<file path="config.mk">
export PLATFORM = sky130hd
export DESIGN_NAME = cms_ctrl
export DESIGN_NICKNAME = d
export VERILOG_FILES = /design/src/rtl/cms_pkg.sv /design/src/rtl/cms_ctrl.sv
export SDC_FILE = /design/constraint.sdc
export NUM_CORES = 1
export LEC_CHECK = 0
export BUFFER_PORTS_ARGS = -buffer_cell sky130_fd_sc_hd__buf_2
export CELL_PAD_IN_SITES_DETAIL_PLACEMENT = 0
export CELL_PAD_IN_SITES_GLOBAL_PLACEMENT = 2
export CORE_MARGIN = 10
export CORE_UTILIZATION = 22
export DETAILED_ROUTE_END_ITERATION = 6
export GPL_ROUTABILITY_DRIVEN = 0
export GPL_TIMING_DRIVEN = 0
export PLACE_DENSITY_LB_ADDON = 0.1
export SLEW_MARGIN = 0
export SYNTH_ARGS = -nofsm -noshare
export SYNTH_HDL_FRONTEND = slang
export SYNTH_SLANG_ARGS = --single-unit
</file>
<file path="constraint.sdc">
create_clock -name clk -period 2.7 [get_ports clk]
set_input_delay 0.405 -clock clk [delete_from_list [all_inputs] [get_ports clk]]
set_output_delay 0.405 -clock clk [all_outputs]
set_load 0.02 [all_outputs]
</file>
<file path="src/rtl/cms_pkg.sv">
`default_nettype none
package cms_pkg;

    localparam int COEF_W    = 24;
    localparam int KEY_W     = 31;
    localparam int CNT_W     = 32;
    localparam int VAL_W     = 56;
    localparam int DIG_W     = 4;
    localparam int MOD_STEPS = VAL_W / DIG_W;
    localparam int STEP_W    = $clog2(MOD_STEPS);
    localparam int COL_DIG_W = 8;
    localparam int COL_REM_W = 16;
    localparam int COL_T_W   = COL_REM_W + COL_DIG_W;
    localparam int COL_MAG_W = COL_T_W + 1;
    localparam int COL_PRD_W = COL_T_W + COL_MAG_W;
    localparam int COL_STEPS = VAL_W / COL_DIG_W;
    localparam int COL_CNT_W = $clog2(COL_STEPS);
    localparam logic signed [CNT_W-1:0] EST_CAP = 32'sd1073741824;

    typedef enum logic [1:0] {
        CMD_LOAD   = 2'd0,
        CMD_UPDATE = 2'd1,
        CMD_QUERY  = 2'd2
    } cmd_e;

    typedef enum logic [3:0] {
        ST_CLEAR,
        ST_IDLE,
        ST_MUL,
        ST_PSTART,
        ST_PRUN,
        ST_WSTART,
        ST_WRUN,
        ST_READ,
        ST_ACC,
        ST_OUT
    } state_t;

    typedef struct packed {
        logic [1:0]              command;
        logic [1:0]              row;
        logic [KEY_W-1:0]        key;
        logic signed [CNT_W-1:0] amount;
        logic [COEF_W-1:0]       hash_mult;
        logic [COEF_W-1:0]       hash_add;
        logic [COEF_W-1:0]       hash_prime;
    } req_t;

    typedef struct packed {
        logic [KEY_W-1:0]        query_key;
        logic signed [CNT_W-1:0] estimate;
    } rsp_t;

    typedef struct packed {
        logic clr_step;
        logic capture;
        logic mul;
        logic mod_start;
        logic mod_src_rem;
        logic mem_rd;
        logic acc;
        logic row_next;
        logic out_load;
    } ctrl_t;

    typedef struct packed {
        logic clr_last;
        logic prime_zero;
        logic mod_busy;
        logic last_row;
        logic is_query;
        logic out_blocked;
    } stat_t;

endpackage
`default_nettype wire

</file>
<file path="src/rtl/cms_ctrl.sv">
`default_nettype none
module cms_ctrl (
    input  wire logic           clk,
    input  wire logic           rst_n,
    input  wire logic           req_valid,
    input  wire logic [1:0]     req_cmd,
    output logic                req_stall,
    input  wire cms_pkg::stat_t st,
    output cms_pkg::ctrl_t      ctl
);
    import cms_pkg::*;

    state_t state_reg, state_next;

    always_ff @(posedge clk or negedge rst_n)
    begin
        if (!rst_n)
            state_reg <= ST_CLEAR;
        else
            state_reg <= state_next;
    end

    always_comb
    begin
        state_next = state_reg;
        case (state_reg)
            ST_CLEAR:  if (st.clr_last) state_next = ST_IDLE;
            ST_IDLE:
            begin
                if (req_valid && (req_cmd == CMD_UPDATE || req_cmd == CMD_QUERY))
                    state_next = ST_MUL;
            end
            ST_MUL:    state_next = ST_PSTART;
            ST_PSTART: state_next = st.prime_zero ? ST_WSTART : ST_PRUN;
            ST_PRUN:   if (!st.mod_busy) state_next = ST_WSTART;
            ST_WSTART: state_next = ST_WRUN;
            ST_WRUN:   if (!st.mod_busy) state_next = ST_READ;
            ST_READ:   state_next = ST_ACC;
            ST_ACC:
            begin
                if (!st.last_row)
                    state_next = ST_MUL;
                else
                    state_next = st.is_query ? ST_OUT : ST_IDLE;
            end
            ST_OUT:    if (!st.out_blocked) state_next = ST_IDLE;
            default:   state_next = ST_CLEAR;
        endcase
    end

    always_comb
    begin
        ctl       = '0;
        req_stall = 1'b1;
        case (state_reg)
            ST_CLEAR:  ctl.clr_step = 1'b1;
            ST_IDLE:
            begin
                req_stall   = 1'b0;
                ctl.capture = req_valid;
            end
            ST_MUL:    ctl.mul = 1'b1;
            ST_PSTART: ctl.mod_start = !st.prime_zero;
            ST_WSTART:
            begin
                // Reduce the raw value when the prime pass was skipped.
                ctl.mod_start   = 1'b1;
                ctl.mod_src_rem = !st.prime_zero;
            end
            ST_READ:   ctl.mem_rd = 1'b1;
            ST_ACC:
            begin
                ctl.acc      = 1'b1;
                ctl.row_next = !st.last_row;
            end
            ST_OUT:    ctl.out_load = !st.out_blocked;
            default:   ctl = '0;
        endcase
    end

endmodule
`default_nettype wire

</file>
==> results of run 1 <==
-- critical path, stage by stage (launching register included) --
cell	delay [ps]
dfrtp_1	370
clkbuf_1	380
nand2b_1	170
nor3_1	180
buf_2	190
-- metrics by stage --
step	setup WS, ps	area [um^2]	instances
floorplan	942	374	49
detailed placement	1000	494	85
global placement	977	494	85
finish	776	527	89
CTS	741	527	89
global route	636	527	89
-- Yosys cell counts --
cell type and instances:
xor2_1 2, clkbuf_1 2, o211ai_1 1, nor2_1 5, a31oi_1 1, nand4b_1 1
o21a_1 1, buf_2 2, o41a_1 1, or3_4 1, dfrtp_1 4, nor4_1 3
nor3_2 1, buf_6 1, o32ai_1 2, inv_1 2, a211oi_1 1, or4_1 1
o21ai_0 1, nor3_1 5, nand2_1 2, nand2b_1 4, a21oi_1 5
-- how the worst max path moves through the flow --
stage | endpoint | slack [ps] | startpoint | cells past startpoint
after floorplan | ctl[1] | 940 | state_reg[0] | 3
after global placement | ctl[4] | 980 | state_reg[2] | 4
after detailed placement | ctl[4] | 1000 | state_reg[2] | 4
after CTS | ctl[4] | 740 | state_reg[2] | 4
after global routing | ctl[4] | 640 | state_reg[2] | 4
final | ctl[4] | 780 | state_reg[2] | 4
-- power groups by stage --
stage / logic [uW] / registers [uW] / clock network, uW
floorplan: 325 / 108 / 0
global placement: 445 / 113 / 0
detailed placement: 437 / 114 / 0
CTS: 440 / 113 / 77.7
global route: 483 / 117 / 76.8
finish: 434 / 113 / 74.8
-- metal layers --
layer	track usage [%]	vias to the layer above	share of wire (%)
li1	-	229	-
met1	7.13	209	39
met2	11.4	15	49
met3	3.09	2	11
met4	4.89	0	0.55
met5	0	-	0
-- cells by family after synthesis --
family          after synthesis
simple gates                 23
flops                         4
compound gates               13
buf+inv                       7
xor+xnor                      2
-- final cells by class --
type | instances | area, um^2 | share of cell area, %
buffer | 5 | 28.8 | 5.46
clock buffer | 3 | 22.5 | 4.28
inverter | 2 | 7.51 | 1.43
multi-input combinational | 38 | 238 | 45.1
sequential | 4 | 100 | 19.0
tap | 16 | 20.0 | 3.80
timing repair buffer | 21 | 110 | 20.9
==> metrics.md, run 1 <==
| Metric | Value |
|---|---|
| TritonCTS clock tree | built |
| Latest clock arrival within the worst-skew pair | 240 ps |
| Worst r2r src | state_reg[1] |
| Worst setup path class | flip-flop to output port |
| Row count | 14 |
| Avg WL per Cell | between 10 and 15 um |
| DRT Pass-1 Iters | 4 |
| Reg-to-Reg End | state_reg[0] |
| H-tree depth | 1 |
| Total wire length | 1270 um |
| Switching Share | 50.6% |
| Nets | 86 |
| HPWL Detailed | 1010 um |
| Synth Area in XOR/XNOR | between 4 and 5% |
| Fmax | 520 MHz |
| WP data required | ~2300 ps |
| Num CTS Buffers | 3 |
| Max-cap violations | 0 |
| Clk network pwr share | between 10% and 20% |
| Worst reg-to-reg setup slack | 1290 ps |
| Syn Nets | 60 |
| Fill cells | 174 |
| Post-synthesis mux area share | 0% |
| Period minus WS final | 1920 ps |
| Distinct cells, synth | 23 |
| Synth Instances | 49 |
| Most frequent cells in the layout | 22 x buf_2, 5 x nor3_1, 5 x nor2_1, 5 x a21oi_1 |
| Die Span Y | 61.2 um |
| Worst slew margin | 70.4% |
| Count of final setup violators | 0 |
| Max FFs per register | 4 |
| CTS clk-pin slew, worst paths | 40 ps |
| Core Util, Final | around a third |
| Initial drt markers | 1 |
| Leak pwr | 0.000248 uW |
| Yosys reg bits | 4 |
| P_int | 307 uW |
| Vias in the first global route | 467 |
| # diodes | 0 |
| Post-route setup TNS | 0 ps |
| Overflow after GRT | 0 |
| Cts repair resizes | 0 |
| Vias per cell | between 5 and 6 |
| Remaining antenna violation count | 0 |
| Crit share post-route | 71.3% |
| Comb power frac | 69.8% |
| Post-synthesis compound-gate area fraction | 23.4% |
| Final Max Tran Viols | 0 |
| Hold Slack | 498 ps |
| Synth Area per Inst | 7.63 um^2 |
| Synth Area in Adders | 0% |
| DIE WIDTH | 61.2 um |
| Power Total | 621 uW |
| Largest family of logic cells by synthesized area | simple AND/OR/NAND/NOR gates |
| Postcts setup bufs | 0 |
| # DRC | 0 |
| Endpoint class of the critical path | output port |
| TritonCTS Sinks | 4 |
| Synth warn | 0 |
| Worst reg2reg path depth | 3 |
| Layout Skew | 4.73 ps |
| Die Area | 3750 um^2 |
| Vias | 455 |
| Status | complete, no violations |
| Overall Global Routing Usage | 7.01% |
| Largest net degree at the start of global routing | 11 |
| Crit path DAT | 1520 ps |
| Critical path launch point type | flip-flop |
| I/O pin count | 21 |
| Antenna violations before repair | 0 |
| Root buf cell | clkbuf_4 |
| Register area share after synthesis | 26.8% |
| Synth top area share | a little over a quarter |
| Reg power frac | between 15 and 20% |
| Clk buf depth | 2 |
| Share of layout cells above drive strength 1 | 38.4% |
| Synth top area cells | dfrtp_1 27%, a21oi_1 6.7%, nand2b_1 6.7% |
| Synth-to-layout area growth | 40.8% |
| First-pass GRT wire length | 1970 um |
| Initial Util | 24.0% |
| Synth Area in Simple Gates | 35.5% |
| Hold buffers post-CTS | 1 |
| Commonest non-fill, non-tap cell in the layout | buf_2 |
| Worst slew pin tran | between 400 and 500 ps |
| Synth Cell Area | 374 um^2 |
| Leading area contributor after synthesis | dfrtp_1 |
| Largest fanout on the critical path | 10 |
| VDD IR max | 0.431 mV |
| Final hold vios | 0 |
| Core Area | 1560 um^2 |
| RSZ-0062 raised after global routing | no |
| Pwr per Cell Area | 1180 nW/um^2 |
| I/O Buffers | 20 |
| Hold Crit Class | primary input to async pin |
| Switching pwr | 314 uW |
Note: power is estimated with default switching activity, not from simulation.
==> inputs of run 2 (changes only) <==
- CORE_UTILIZATION: 22 -> 20
- clock period: 2.7 -> 1.8 ns (I/O delays scaled with it)
==> metrics.md, run 2 (synthesis results as in run 1) <==
| Metric | Value |
|---|---|
| Status | complete, no violations (unchanged) |
| Crit path DAT | 1400 ps (was 1520 ps) |
| # diodes | 0 (unchanged) |
| CP cell instances | nand2b_1, or3_4, nor2_1, buf_2 (was clkbuf_1, nand2b_1, nor3_1, buf_2) |
| Largest fanout on the critical path | 3 (was 10) |
| DRT Pass-1 Iters | 2 (was 4) |
| Endpoint class of the critical path | output port (unchanged) |
| Leak pwr | 0.000251 uW (was 0.000248 uW) |
| Count of final setup violators | 0 (unchanged) |
| DIE WIDTH | 63.3 um (was 61.2 um) |
| H-tree depth | 1 (unchanged) |
| Period minus WS final | 1670 ps |
| Vias | 454 (was 455) |
| Num CTS Buffers | 3 (unchanged) |
| Pwr per Cell Area | 1730 nW/um^2 (was 1180 nW/um^2) |
| Fill cells | 204 (was 174) |
| Switching pwr | 470 uW (was 314 uW) |
| Latest clock arrival within the worst-skew pair | 240 ps (about the same) |
| Postcts setup bufs | 0 (unchanged) |
| Vias in the first global route | 519 (was 467) |
| Comb power frac | 69.8% (about the same) |
| Remaining antenna violation count | 0 (unchanged) |
| Grt peak-use layer | met2 (unchanged) |
| Vias per cell | 4.63 (was 5.11) |
| WP data required | 1530 ps (was 2300 ps) |
| Critical path launch point type | flip-flop (unchanged) |
| Commonest non-fill, non-tap cell in the layout | buf_2 (unchanged) |
| Crit share post-route | 92.7% |
| TritonCTS Sinks | 4 (unchanged) |
| Worst Path Buf+Inv | 1 (was 2) |
| Avg WL per Cell | 13.3 um (was 14.3 um) |
| Fmax | about 600 MHz |
| CTS clk-pin slew, worst paths | 40 ps (about the same) |
| Root buf cell | clkbuf_4 (unchanged) |
| Nets | 86 (unchanged) |
| First-pass GRT wire length | 2260 um (was 1970 um) |
| Most frequent cells in the layout | 21 x buf_2, 5 x nor3_1, 5 x nor2_1, 5 x a21oi_1 (was 22 x buf_2, 5 x nor3_1, 5 x nor2_1, 5 x a21oi_1) |
| Largest net degree at the start of global routing | 11 (unchanged) |
| Initial Util | 21.4% (was 24.0%) |
| I/O pin count | 21 (unchanged) |
| GR Layer Usage met3 | 4.42% (was 3.09%) |
| VDD IR max | 0.690 mV (was 0.431 mV) |
| RSZ-0062 raised after global routing | no (unchanged) |
| Die Span Y | 63.3 um (was 61.2 um) |
| Initial drt markers | 5 (was 1) |
| Worst reg-to-reg setup slack | 410 ps (was 1290 ps) |
| Final hold vios | 0 (unchanged) |
| CP top delay family | simple AND/OR/NAND/NOR gates (was buffers and inverters) |
| Post-route cell area | 542 um^2 (was 527 um^2) |
| I/O Buffers | 20 (unchanged) |
| Layout Skew | 3.86 ps (was 4.73 ps) |
| # DRC | 0 (unchanged) |
| Hold Crit Class | primary input to async pin (unchanged) |
| Slowest CP cell | dfrtp_1 (was clkbuf_1) |
| Max-cap violations | 0 (unchanged) |
| Clk buf depth | 2 (unchanged) |
| Met2 usage | 10.0% (was 11.4%) |
| GRT met1 Usage | 8.01% (was 7.13%) |
| TritonCTS clock tree | built (unchanged) |
| Max FFs per register | 4 (unchanged) |
| Clk network pwr share | 12.2% (was 12.0%) |
| Synth-to-layout area growth | 44.8% (was 40.8%) |
| Reg power frac | 18.0% (was 18.1%) |
| Die Area | 4000 um^2 (was 3750 um^2) |
| Max stage delay on crit path | 370 ps (was 380 ps) |
| Core Area | 1750 um^2 (was 1560 um^2) |
| Worst slew pin tran | 371 ps (was 444 ps) |
| Overflow after GRT | 0 (unchanged) |
| P_int | 467 uW (was 307 uW) |
| Antenna violations before repair | 0 (unchanged) |
| HPWL Detailed | 1040 um (was 1010 um) |
| Row count | 15 (was 14) |
| Switching Share | 50.1% (was 50.6%) |
| Final Max Tran Viols | 0 (unchanged) |
| Overall Global Routing Usage | 7.03% (was 7.01%) |
| Placement Cell Area | 505 um^2 (was 494 um^2) |
| Worst slew margin | 75.3% (was 70.4%) |
| Post-route setup TNS | 0 ps (unchanged) |
| Total wire length | 1300 um (was 1270 um) |
| Worst setup path class | flip-flop to output port (unchanged) |
| Share of layout cells above drive strength 1 | 39.7% (was 38.4%) |
## run 2: timing repair
item	CTS	global route
gates resized for setup	1	1
hold buffers	1	0
endpoints found under the setup margin	1	2
hold endpoints to repair	4	0
## run 2: power by group through the flow
stage / combinational (uW) / clock, uW / sequential [uW]
3_5_place_dp: 654 / 0 / 171
4_1_cts: 661 / 116 / 170
3_3_place_gp: 667 / 0 / 172
6_report: 654 / 114 / 169
2_1_floorplan: 488 / 0 / 162
5_1_grt: 733 / 123 / 178
## run 2: area by class of cell
type | instances | area, um^2 | area share (%)
plain buffers | 5 | 32.5 | 6.00
clock buffers | 3 | 22.5 | 4.16
inverters | 2 | 7.51 | 1.39
multi-input cells | 38 | 238 | 43.9
flip-flops and latches | 4 | 100 | 18.5
well taps | 25 | 31.3 | 5.77
repair buffers | 21 | 110 | 20.3
## run 2: layer usage
| metal | wire length, um | share of wire, % |
|---|---|---|
| met5 | 0 | 0 |
| met4 | 0 | 0 |
| met3 | 104 | 8.0 |
| met2 | 576 | 44 |
| met1 | 623 | 48 |
## run 2: metrics by stage
stage / power [uW] / util (%) / setup slack [ps] / hold WS [ps] / std cells
after global placement: 840 / 29.0 / 149 / 76.4 / 94
final: 937 / 31.0 / 132 / 362 / 98
after floorplan: 650 / - / 177 / -25.6 / 49
after CTS: 947 / 30.9 / 96.8 / 360 / 98
after global routing: 1030 / 31.0 / 9.68 / 378 / 98
after detailed placement: 825 / 29.0 / 238 / 79.2 / 94
## run 2: path summary, 6_finish.rpt
path                                    from           end  depth (start not counted)
worst max-delay path            state_reg[1]        ctl[7]                          4
worst min-delay path                   rst_n  state_reg[3]                          2
min in group clk                       st[0]  state_reg[3]                          3
worst max register to register  state_reg[1]  state_reg[0]                          3
max in group asynchronous              rst_n  state_reg[1]                          2
worst min register to register  state_reg[2]  state_reg[0]                          2
==> inputs of run 3 (changes only) <==
- CORE_UTILIZATION: 20 -> 18
- clock period: 1.8 -> 1.4 ns (I/O delays scaled with it)
==> metrics.md, run 3 (synthesis results as in run 1) <==
| Metric | Value |
|---|---|
| Status | finished, violations left (was complete, no violations) |
| Violated checks | negative setup slack |
| Worst setup margin | -138 ps (was 132 ps) |
| Layout Skew | 0.766 ps (was 3.86 ps) |
| CTS clk-pin slew, worst paths | 40 ps (about the same) |
| Switching pwr | 793 uW (was 470 uW) |
| Leak pwr | 0.000314 uW (was 0.000251 uW) |
| DIE WIDTH | 65.6 um (was 63.3 um) |
| Overflow after GRT | 0 (unchanged) |
| RSZ-0062 raised after global routing | yes (was no) |
| Final Max Tran Viols | 0 (unchanged) |
| Worst reg2reg path depth | 5 (was 3) |
| Antenna violations before repair | 0 (unchanged) |
| Critical path launch point type | flip-flop (unchanged) |
| Vias in the first global route | 566 (was 519) |
| Crit path DAT | 1330 ps (was 1400 ps) |
| Switching Share | 47.4% (was 50.1%) |
| Largest fanout on the critical path | 3 (unchanged) |
| Die Area | 4300 um^2 (was 4000 um^2) |
| H-tree depth | 1 (unchanged) |
| Vias per cell | 4.69 (was 4.63) |
| Share of layout cells above drive strength 1 | 61.5% (was 39.7%) |
| Count of final setup violators | 10 (was 0) |
| Hold Crit Class | primary input to async pin (unchanged) |
| Worst slew margin | 81.3% (was 75.3%) |
| Clk network pwr share | 8.5% (was 12.2%) |
| Max-cap violations | 0 (unchanged) |
| Max FFs per register | 4 (unchanged) |
| Worst setup path class | flip-flop to output port (unchanged) |
| Overall Global Routing Usage | 7.73% (was 7.03%) |
| Fmax | 650 MHz |
| Largest net degree at the start of global routing | 11 (unchanged) |
| Initial drt markers | 2 (was 5) |
| # diodes | 0 (unchanged) |
| Nets | 91 (was 86) |
| DRT Pass-1 Iters | 3 (was 2) |
| Total wire length | 1490 um (was 1300 um) |
| First-pass GRT wire length | 2600 um (was 2260 um) |
| Synth-to-layout area growth | 98.3% (was 44.8%) |
| Remaining antenna violation count | 0 (unchanged) |
| P_int | 881 uW (was 467 uW) |
| Finished Layout Cells | 105 (was 98) |
| TritonCTS Sinks | 4 (unchanged) |
| Die Span Y | 65.6 um (was 63.3 um) |
| Power Total | 1670 uW (was 937 uW) |
| Core Util, Final | 37.8% (was 31.0%) |
| # DRC | 0 (unchanged) |
| Comb power frac | 77.8% (was 69.8%) |
| WP data required | 1190 ps (was 1530 ps) |
| Pre-CTS setup slack | -116 ps (was 238 ps) |
| Worst slew pin tran | 280 ps (was 371 ps) |
| Placed cell count | 96 (was 94) |
| Num CTS Buffers | 3 (unchanged) |
| Clk buf depth | 2 (unchanged) |
| Avg WL per Cell | 14.2 um (was 13.3 um) |
| Core Area | 1960 um^2 (was 1750 um^2) |
| Reg power frac | 13.7% (was 18.0%) |
| Endpoint class of the critical path | output port (unchanged) |
| Latest clock arrival within the worst-skew pair | 230 ps (was 240 ps) |
| I/O pin count | 21 (unchanged) |
| Row count | 16 (was 15) |
| Most frequent cells in the layout | 12 x buf_2, 11 x buf_4, 5 x buf_6, 5 x a21oi_1, 4 x nor2_1 (was 21 x buf_2, 5 x nor3_1, 5 x nor2_1, 5 x a21oi_1) |
| Commonest non-fill, non-tap cell in the layout | buf_2 (unchanged) |
| Initial Util | 19.1% (was 21.4%) |
| TritonCTS clock tree | built (unchanged) |
| Root buf cell | clkbuf_4 (unchanged) |
| Pwr per Cell Area | 2260 nW/um^2 (was 1730 nW/um^2) |
| Final hold vios | 0 (unchanged) |
| Period minus WS final | 1540 ps |
| I/O Buffers | 20 (unchanged) |
| VDD IR max | 0.719 mV (was 0.690 mV) |
| Vias | 492 (was 454) |
| HPWL Detailed | 1100 um (was 1040 um) |
| Hold Slack | 314 ps (was 362 ps) |
| Worst reg-to-reg setup slack | -50 ps (was 410 ps) |
| Crit share post-route | 110% |
## run 3: cell types whose count changed in the layout (fill, tap and decap cells not counted), moves of 2 or more
| cell | change |
|---|---|
| buf_4 | +11 |
| buf_2 | -9 |
| buf_6 | +4 |
| nor3_1 | -4 |
| nand2b_1 | -3 |
| nand2b_4 | +3 |
| nor4_1 | -3 |
| nor3_2 | +2 |
| nor3_4 | +2 |
| nor4_4 | +2 |
## run 3: path summary, 6_finish.rpt
path | start | end
setup / recovery | state_reg[1] | ctl[7]
max in group asynchronous | rst_n | state_reg[3]
hold / removal | rst_n | state_reg[0]
hold reg to reg | state_reg[3] | state_reg[2]
setup reg to reg | state_reg[3] | state_reg[0]
min in group clk | req_valid | state_reg[1]
## run 3: critical path, stage by stage, from the launching register on
cell and delay [ps]:
dfrtp_1 380, nand2b_4 150, or3_4 360, nor2_4 90, buf_6 120
## run 3: final cells by class
cell class	count	area [um^2]
plain buffers	5	58.8
clock buffers	3	22.5
fillers	231	1220
inverters	2	7.51
multi-input cells	38	339
flip-flops and latches	4	101
well taps	27	33.8
repair buffers	26	179
## run 3: what timing repair did
item                                    in CTS  in global routing
setup buffers                                4                  0
pin swaps                                    3                  1
cloned                                       1                  0
hold buffers                                 1                  0
endpoints found under the setup margin      11                 11
resized for setup                           33                  7
hold endpoints to repair                     4                  0
## run 3: metal layers
metal | global-route usage (%) | share of wire [%] | vias to the layer above | wire [um]
li1 | - | - | 242 | -
met1 | 8.23 | 44 | 230 | 660
met2 | 12.8 | 48 | 16 | 710
met3 | 3.22 | 6.6 | 4 | 98
met4 | 4.01 | 1.4 | 0 | 21
met5 | 0 | 0 | - | 0
## run 3: stage by stage
step	cell area [um^2]	TNS (ps)
2_1_floorplan	382	-490
3_3_place_gp	515	-233
3_5_place_dp	515	-150
4_1_cts	712	-794
5_1_grt	742	-1360
6_report	742	-664
## run 3: power by group through the flow
stage	clock network [uW]	logic (uW)	registers, uW
floorplan	0	638	209
global route	158	1420	237
finish	143	1300	230
detailed placement	0	859	216
CTS	148	1260	224
global placement	0	871	218
